**src/rtl/int_to_decimal_ascii_core_defines.svh**
```systemverilog
// Assertion macros for the integer-to-decimal core.
// No dependencies; included by modules that carry assertions.
`ifndef INT_TO_DECIMAL_ASCII_CORE_DEFINES_SVH
`define INT_TO_DECIMAL_ASCII_CORE_DEFINES_SVH

// same-cycle implication, disabled during reset
`define ITDA_ASSERT_NOW(lbl, ante, cons, msg) \
    lbl: assert property (@(posedge clk) disable iff (!rst_n) (ante) |-> (cons)) \
        else $error(msg);

// next-cycle implication, disabled during reset
`define ITDA_ASSERT_NEXT(lbl, ante, cons, msg) \
    lbl: assert property (@(posedge clk) disable iff (!rst_n) (ante) |=> (cons)) \
        else $error(msg);

`endif

```
**src/rtl/itda_pkg.sv**
```systemverilog
// Shared types and constants for the integer-to-decimal core.
// No dependencies.
`timescale 1ns / 1ps

package itda_pkg;

    localparam int VALUE_W    = 32;
    localparam int CHAR_W     = 6;
    localparam int NUM_DIGITS = 10;
    localparam int BCD_W      = 4 * NUM_DIGITS;
    localparam int BITCNT_W   = $clog2(VALUE_W + 1);
    localparam int DIGCNT_W   = $clog2(NUM_DIGITS + 1);

    localparam logic [CHAR_W-1:0] CHAR_ZERO  = 6'd48;
    localparam logic [CHAR_W-1:0] CHAR_MINUS = 6'd45;

    typedef enum logic [4:0] {
        ST_IDLE = 5'b00001,
        ST_CONV = 5'b00010,
        ST_SKIP = 5'b00100,
        ST_SIGN = 5'b01000,
        ST_EMIT = 5'b10000
    } state_t;

    typedef struct packed {
        logic load;
        logic conv_step;
        logic skip_step;
        logic emit_sign;
        logic emit_digit;
    } cmd_t;

    typedef struct packed {
        logic conv_done;
        logic top_zero;
        logic one_left;
        logic negative;
        logic out_free;
    } sts_t;

endpackage

```
**src/rtl/itda_ctrl.sv**
```systemverilog
// Controller FSM: sequences load, binary-to-BCD steps, leading-zero skip and emission.
// Depends on itda_pkg.
`timescale 1ns / 1ps

module itda_ctrl (
    input  logic          clk,
    input  logic          rst_n,
    input  logic          in_valid,
    output logic          in_stall,
    input  itda_pkg::sts_t sts,
    output itda_pkg::cmd_t cmd
);
    import itda_pkg::*;

    state_t state_reg;
    state_t state_next;

    always_ff @(posedge clk or negedge rst_n)
    begin
        if (!rst_n)
        begin
            state_reg <= ST_IDLE;
        end
        else
        begin
            state_reg <= state_next;
        end
    end

    always_comb
    begin
        state_next = state_reg;
        cmd        = '0;
        unique case (state_reg)
            ST_IDLE:
            begin
                if (in_valid)
                begin
                    cmd.load   = 1'b1;
                    state_next = ST_CONV;
                end
            end
            ST_CONV:
            begin
                if (sts.conv_done)
                begin
                    state_next = ST_SKIP;
                end
                else
                begin
                    cmd.conv_step = 1'b1;
                end
            end
            ST_SKIP:
            begin
                if (sts.top_zero && !sts.one_left)
                begin
                    cmd.skip_step = 1'b1;
                end
                else if (sts.negative)
                begin
                    state_next = ST_SIGN;
                end
                else
                begin
                    state_next = ST_EMIT;
                end
            end
            ST_SIGN:
            begin
                if (sts.out_free)
                begin
                    cmd.emit_sign = 1'b1;
                    state_next    = ST_EMIT;
                end
            end
            ST_EMIT:
            begin
                if (sts.out_free)
                begin
                    cmd.emit_digit = 1'b1;
                    if (sts.one_left)
                    begin
                        state_next = ST_IDLE;
                    end
                end
            end
            default:
            begin
                state_next = ST_IDLE;
            end
        endcase
    end

    assign in_stall = (state_reg != ST_IDLE);

endmodule

```
**src/rtl/itda_dp.sv**
```systemverilog
// Datapath: magnitude and BCD shift registers, digit counter and output register.
// Depends on itda_pkg and int_to_decimal_ascii_core_defines.svh.
`timescale 1ns / 1ps
`include "int_to_decimal_ascii_core_defines.svh"

module itda_dp (
    input  logic                          clk,
    input  logic                          rst_n,
    input  logic [itda_pkg::VALUE_W-1:0]  value,
    input  itda_pkg::cmd_t                cmd,
    output itda_pkg::sts_t                sts,
    output logic                          out_valid,
    input  logic                          out_stall,
    output logic [itda_pkg::CHAR_W-1:0]   character,
    output logic                          last
);
    import itda_pkg::*;

    logic [VALUE_W-1:0]  mag_reg;
    logic [VALUE_W-1:0]  mag_next;
    logic [BCD_W-1:0]    bcd_reg;
    logic [BCD_W-1:0]    bcd_next;
    logic [BITCNT_W-1:0] bit_cnt_reg;
    logic [BITCNT_W-1:0] bit_cnt_next;
    logic [DIGCNT_W-1:0] dig_cnt_reg;
    logic [DIGCNT_W-1:0] dig_cnt_next;
    logic                neg_reg;
    logic                neg_next;
    logic                out_valid_reg;
    logic                out_valid_next;
    logic [CHAR_W-1:0]   char_reg;
    logic [CHAR_W-1:0]   char_next;
    logic                last_reg;
    logic                last_next;
    logic [BCD_W-1:0]    bcd_adj;
    logic [3:0]          top_digit;

    // add 3 to every digit of 5 or more before the shift
    always_comb
    begin
        for (int i = 0; i < NUM_DIGITS; i++)
        begin
            if (bcd_reg[4*i +: 4] >= 4'd5)
            begin
                bcd_adj[4*i +: 4] = bcd_reg[4*i +: 4] + 4'd3;
            end
            else
            begin
                bcd_adj[4*i +: 4] = bcd_reg[4*i +: 4];
            end
        end
    end

    assign top_digit = bcd_reg[BCD_W-1 -: 4];

    always_comb
    begin
        mag_next       = mag_reg;
        bcd_next       = bcd_reg;
        bit_cnt_next   = bit_cnt_reg;
        dig_cnt_next   = dig_cnt_reg;
        neg_next       = neg_reg;
        char_next      = char_reg;
        last_next      = last_reg;
        out_valid_next = out_valid_reg && out_stall;

        if (cmd.load)
        begin
            neg_next     = value[VALUE_W-1];
            mag_next     = value[VALUE_W-1] ? (VALUE_W'(0) - value) : value;
            bcd_next     = '0;
            bit_cnt_next = '0;
            dig_cnt_next = DIGCNT_W'(NUM_DIGITS);
        end
        if (cmd.conv_step)
        begin
            bcd_next     = {bcd_adj[BCD_W-2:0], mag_reg[VALUE_W-1]};
            mag_next     = {mag_reg[VALUE_W-2:0], 1'b0};
            bit_cnt_next = bit_cnt_reg + 1'b1;
        end
        if (cmd.skip_step || cmd.emit_digit)
        begin
            bcd_next     = {bcd_reg[BCD_W-5:0], 4'd0};
            dig_cnt_next = dig_cnt_reg - 1'b1;
        end
        if (cmd.emit_sign)
        begin
            out_valid_next = 1'b1;
            char_next      = CHAR_MINUS;
            last_next      = 1'b0;
        end
        if (cmd.emit_digit)
        begin
            out_valid_next = 1'b1;
            char_next      = CHAR_ZERO + {2'b00, top_digit};
            last_next      = (dig_cnt_reg == DIGCNT_W'(1));
        end
    end

    always_ff @(posedge clk or negedge rst_n)
    begin
        if (!rst_n)
        begin
            out_valid_reg <= 1'b0;
        end
        else
        begin
            out_valid_reg <= out_valid_next;
        end
    end

    always_ff @(posedge clk)
    begin
        mag_reg     <= mag_next;
        bcd_reg     <= bcd_next;
        bit_cnt_reg <= bit_cnt_next;
        dig_cnt_reg <= dig_cnt_next;
        neg_reg     <= neg_next;
        char_reg    <= char_next;
        last_reg    <= last_next;
    end

    assign sts.conv_done = (bit_cnt_reg == BITCNT_W'(VALUE_W));
    assign sts.top_zero  = (top_digit == 4'd0);
    assign sts.one_left  = (dig_cnt_reg == DIGCNT_W'(1));
    assign sts.negative  = neg_reg;
    assign sts.out_free  = !out_valid_reg || !out_stall;

    assign out_valid = out_valid_reg;
    assign character = char_reg;
    assign last      = last_reg;

    `ITDA_ASSERT_NOW(a_emit_out_free, (cmd.emit_digit || cmd.emit_sign), (!out_valid_reg || !out_stall), "emit while output held")
    `ITDA_ASSERT_NOW(a_conv_bound, cmd.conv_step, (bit_cnt_reg < BITCNT_W'(VALUE_W)), "conversion step past last bit")
    `ITDA_ASSERT_NOW(a_digit_left, (cmd.emit_digit || cmd.skip_step), (dig_cnt_reg != '0), "digit count underflow")
    `ITDA_ASSERT_NEXT(a_emit_valid, (cmd.emit_digit || cmd.emit_sign), out_valid_reg, "emitted character not presented")

endmodule

```
**src/rtl/int_to_decimal_ascii_core.sv**
```systemverilog
// Signed 32-bit integer to decimal ASCII, one character per output transfer.
// Per item: a load, one binary-to-BCD shift per magnitude bit, an end-of-conversion step,
// leading-zero skips, a skip-exit step, a sign character when negative, then the digit issues;
// skips and digit issues together cover all ten digit positions. Sign and digit issues wait
// while the output is stalled, and the next item is accepted only after its last character is issued.
// Asynchronous active-low reset clears the controller state and the output valid.
`timescale 1ns / 1ps

module int_to_decimal_ascii_core (
    input  logic                          clk,
    input  logic                          rst_n,
    input  logic                          in_valid,
    output logic                          in_stall,
    input  logic [itda_pkg::VALUE_W-1:0]  value,
    output logic                          out_valid,
    input  logic                          out_stall,
    output logic [itda_pkg::CHAR_W-1:0]   character,
    output logic                          last
);
    import itda_pkg::*;

    cmd_t cmd;
    sts_t sts;

    itda_ctrl u_ctrl (
        .clk      (clk),
        .rst_n    (rst_n),
        .in_valid (in_valid),
        .in_stall (in_stall),
        .sts      (sts),
        .cmd      (cmd)
    );

    itda_dp u_dp (
        .clk       (clk),
        .rst_n     (rst_n),
        .value     (value),
        .cmd       (cmd),
        .sts       (sts),
        .out_valid (out_valid),
        .out_stall (out_stall),
        .character (character),
        .last      (last)
    );

endmodule
```
**config.mk**
```make
export PLATFORM = sky130hd
export DESIGN_NAME = int_to_decimal_ascii_core
export DESIGN_NICKNAME = d
export VERILOG_FILES = /design/src/rtl/itda_pkg.sv /design/src/rtl/itda_ctrl.sv /design/src/rtl/itda_dp.sv /design/src/rtl/int_to_decimal_ascii_core.sv
export VERILOG_INCLUDE_DIRS = /design/src /design/src/rtl
export SDC_FILE = /design/constraint.sdc
export NUM_CORES = 1
export LEC_CHECK = 0
export ABC_AREA = 1
export BUFFER_PORTS_ARGS = -buffer_cell sky130_fd_sc_hd__buf_2
export CORE_AREA = 2 2 103 180
export DETAILED_ROUTE_END_ITERATION = 12
export DIE_AREA = 0 0 105 182
export GPL_ROUTABILITY_DRIVEN = 0
export PLACE_DENSITY = 0.63
export SETUP_SLACK_MARGIN = 0.5
export SLEW_MARGIN = 20
export SYNTH_ARGS = -nofsm -noshare
export SYNTH_HDL_FRONTEND = slang
export SYNTH_HIERARCHICAL = 1
export SYNTH_SLANG_ARGS = --single-unit
export TNS_END_PERCENT = 10
```
**constraint.sdc**
```tcl
create_clock -name clk -period 2.6 [get_ports clk]
set_input_delay 0.26 -clock clk [delete_from_list [all_inputs] [get_ports clk]]
set_output_delay 0.26 -clock clk [all_outputs]
set_load 0.1 [all_outputs]
```
==> metrics list <==
- The flow ran to the end, and the final reports show no timing, DRC or antenna violations.
* Setup clock skew after layout: 8.41 ps
- In this run the worst path has a maximum fanout of 8.
* Routed wire length: 14.5 mm
- Among all stages on the critical path, the largest delay is contributed by sky130_fd_sc_hd__edfxtp_1.
- After filler insertion, the fill cell instance count of the layout stands at 1850.
- The most numerous cell type found on the critical path is sky130_fd_sc_hd__inv_2.
- The library cell used most frequently in the layout, excluding fill and tap cells, is sky130_fd_sc_hd__nand2_1.
- A synthesized cell averages 8.46 um^2.
* CTS tree: yes
- Number of H-tree branching levels: 3
- Setup violations remaining at the end of the flow were counted as 0.
* Number of detailed-routing iterations run before antenna repair: 5
- TritonCTS Buffers: 9
- Most instantiated flip-flop cell in the synthesis netlist: sky130_fd_sc_hd__edfxtp_1
- 45 I/O pins were placed.
* GR Overflow Total: 0
- The global routing stage identified its most utilized layer as met2.
* Final clock period utilization by the worst path: 0.837
- STA puts the critical path data required time at 2740 ps.
- Pin count of the biggest net entering global routing: 41
* Share of layout cells above drive strength 1: 0.204
* Die Y-Extent: 182 um
- Registers take 2780 um^2.
- In the synthesized netlist, the number of instances is 716.
- Remaining routing DRC violations: 0
- Count of flip-flops with a built-in enable after synthesis: 84
- After synthesis the netlist holds a flip-flop and latch count of 95.
* Routed vias: 5147
* Final design instance area without fill: 7230 um^2
- The number of slew-limit violations in the final report is 0.
- The clock drives 95 sinks.
- Initial detailed-routing violation count: 199
* Power density over cell area: 1050 nW/um^2
* Clock latency reported for the late side of the worst-skew pair: 340 ps
* Tmin final: 2180 ps
- The count of nets left with antenna violations once routing finished came out at 0.
- GRT Util Overall: 0.150
- At the end of the flow, the number of nets in the layout was 846.
- P_leak: 3.00 nW
- The placed instances occupy a cell area of 6560 um^2.
- VDD IR max: 474 uV
* Fraction of registers with async set or reset after synthesis: 0.0632
- Number of vias per cell after detailed routing: 5.03
- Max capacitance violation total: 0
* CTS max path bufs: 2
- Input and output buffers added on the ports amount to 43.
* # diodes: 0
* Count of warnings emitted by yosys: 6
- Core Region: 17700 um^2
- For this run, global-route usage on met2 was measured as 0.286.
- Adding up every negative setup slack in the final design gives 0 ps.
* Routed length per placed instance: 14.2 um
- STA classifies the critical path startpoint as a flop.
* Syn_nets: 777
- Relative to the synthesized area, the layout overhead comes to 19.3%.
* Start-to-end type of the worst setup path: flop to flop
* Met1 track utilization from global routing: 0.152
- Crit. End Element: flop
- Width of the die: 105 um
* Worst min-delay path class: input port to flop
* Clock tree root driver cell: sky130_fd_sc_hd__clkbuf_16
* Initial core utilization: 0.342
- Count of standard-cell rows: 65
* Ordered list of cells on the worst path: inv_2 -> ha_4 -> inv_4 -> nor3_4 -> nor2_2 -> nand3_2 -> inv_2 -> nor2_4 -> nand2_4 -> buf_12 -> o32ai_2
* Wire length of the first global-routing pass: 22.9 mm
- Share of the core filled with cells in the final layout: 0.408
* Initial antenna violation count: 0
- The wire-length estimate of the detail-placed layout is 10.4 mm.
- Vias in the first global route: 4997
- The register with the most flip-flops in the layout has 40 of them.
- In this design, the stage delay of the slowest critical-path cell is 420 ps.
* Unrepaired setup endpoints after global routing: yes
- Part of the Yosys area used for sequential elements: 0.458
- Number of hold-slack violations in the final timing report: 0
- Arrival time worst endpoint: 2320 ps
* Netlist area before placement: 6060 um^2
- Met3 track demand over resource: 0.0176
- In the layout the commonest cells are sky130_fd_sc_hd__nand2_1 (165), sky130_fd_sc_hd__inv_1 (89), sky130_fd_sc_hd__edfxtp_1 (84), sky130_fd_sc_hd__nor2_1 (49), sky130_fd_sc_hd__nand3_1 (48).
- In this run, distinct cell masters in the synthesized netlist total 43.
* F_max: 0.460 GHz
- DIE AREA: 19100 um^2
- CTS clock-pin slew for the worst setup and hold paths: 60 ps
- Area occupied by multi-input gates: 2930 um^2
-- logic make-up after synthesis --
group                      share of synthesized area
buffers and inverters                         0.0818
and+or+nand+nor                                0.259
AOI/OAI and AO/OA                              0.127
DFF                                            0.458
adders and majority gates                     0.0517
other                                       0.000619
xor gates and xnor gates                      0.0217
-- through the flow --
stage	total power, mW	hold slack, ps	setup slack (ps)	cells
3_5_place_dp	5.99	88.7	363	985
6_report	7.61	174	425	1024
3_3_place_gp	5.95	85.5	399	985
5_1_grt	8.19	215	338	1024
4_1_cts	7.33	186	446	1003
2_1_floorplan	5.20	-35.6	344	716
-- final timing paths --
kind / startpoint / to / cells past startpoint / slack, ps
max: u_dp/dig_cnt_reg[1] / u_dp/bcd_reg[36] / 11 / 420
min: out_stall / u_dp/out_valid / 3 / 170
max reg2reg: u_dp/dig_cnt_reg[1] / u_dp/bcd_reg[36] / 11 / 420
min reg2reg: u_dp/mag_reg[0] / u_dp/mag_reg[0] / 2 / 480
max in group asynchronous: rst_n / u_ctrl/state_reg[0] / 2 / 2100
min in group asynchronous: rst_n / u_ctrl/state_reg[4] / 2 / 280
-- synthesized netlist by cell type (10+ instances only) --
cell,count,share of area
sky130_fd_sc_hd__nand2_1,166,0.10
sky130_fd_sc_hd__inv_1,95,0.059
sky130_fd_sc_hd__o21ai_0,34,0.028
sky130_fd_sc_hd__nor2_4,12,0.022
sky130_fd_sc_hd__o22ai_1,20,0.021
sky130_fd_sc_hd__ha_1,25,0.052
sky130_fd_sc_hd__o21ai_1,28,0.023
sky130_fd_sc_hd__a21oi_1,20,0.017
sky130_fd_sc_hd__nand3_1,50,0.041
sky130_fd_sc_hd__nor2_1,52,0.032
sky130_fd_sc_hd__edfxtp_1,84,0.42
sky130_fd_sc_hd__xor2_1,13,0.019
sky130_fd_sc_hd__o32ai_1,10,0.014
-- worst max-delay path, delay by kind of cell (launching register included) --
family	cells	cell delay [ps]
DFF	1	420
adders and majority gates	1	140
buffers and inverters	4	380
AOI/OAI and AO/OA	1	320
and+or+nand+nor	5	710
-- where the power goes --
part | switching, mW | total [mW] | internal (mW)
clock | 0.548 | 1.29 | 0.742
sequential | 0.442 | 3.07 | 2.62
combinational | 2.16 | 3.25 | 1.09
total | 3.15 | 7.61 | 4.46
-- timing repair --
item | 4_1_cts | 5_1_grt
gates resized for setup | 7 | 30
hold endpoints to repair | 6 | 0
hold buffers | 1 | 0
setup endpoints to repair | 112 | 152
pin swaps | 1 | 12
setup buffers | 1 | 19
cloned | 0 | 2
-- area by class of cell --
cell class	instances	area share
flip-flops and latches	95	0.384
clock inverters	4	0.00641
inverters	104	0.0573
clock buffers	12	0.0327
repair buffers	75	0.0741
multi-input cells	500	0.405
well taps	234	0.0405
-- metal layers --
layer	vias up	share of wire	wire length, um
met4	0	0.043	619
met1	2437	0.39	5590
li1	2566	-	-
met3	34	0.028	409
met2	110	0.54	7870
met5	-	0	0
(Power assumes the default switching activity.)
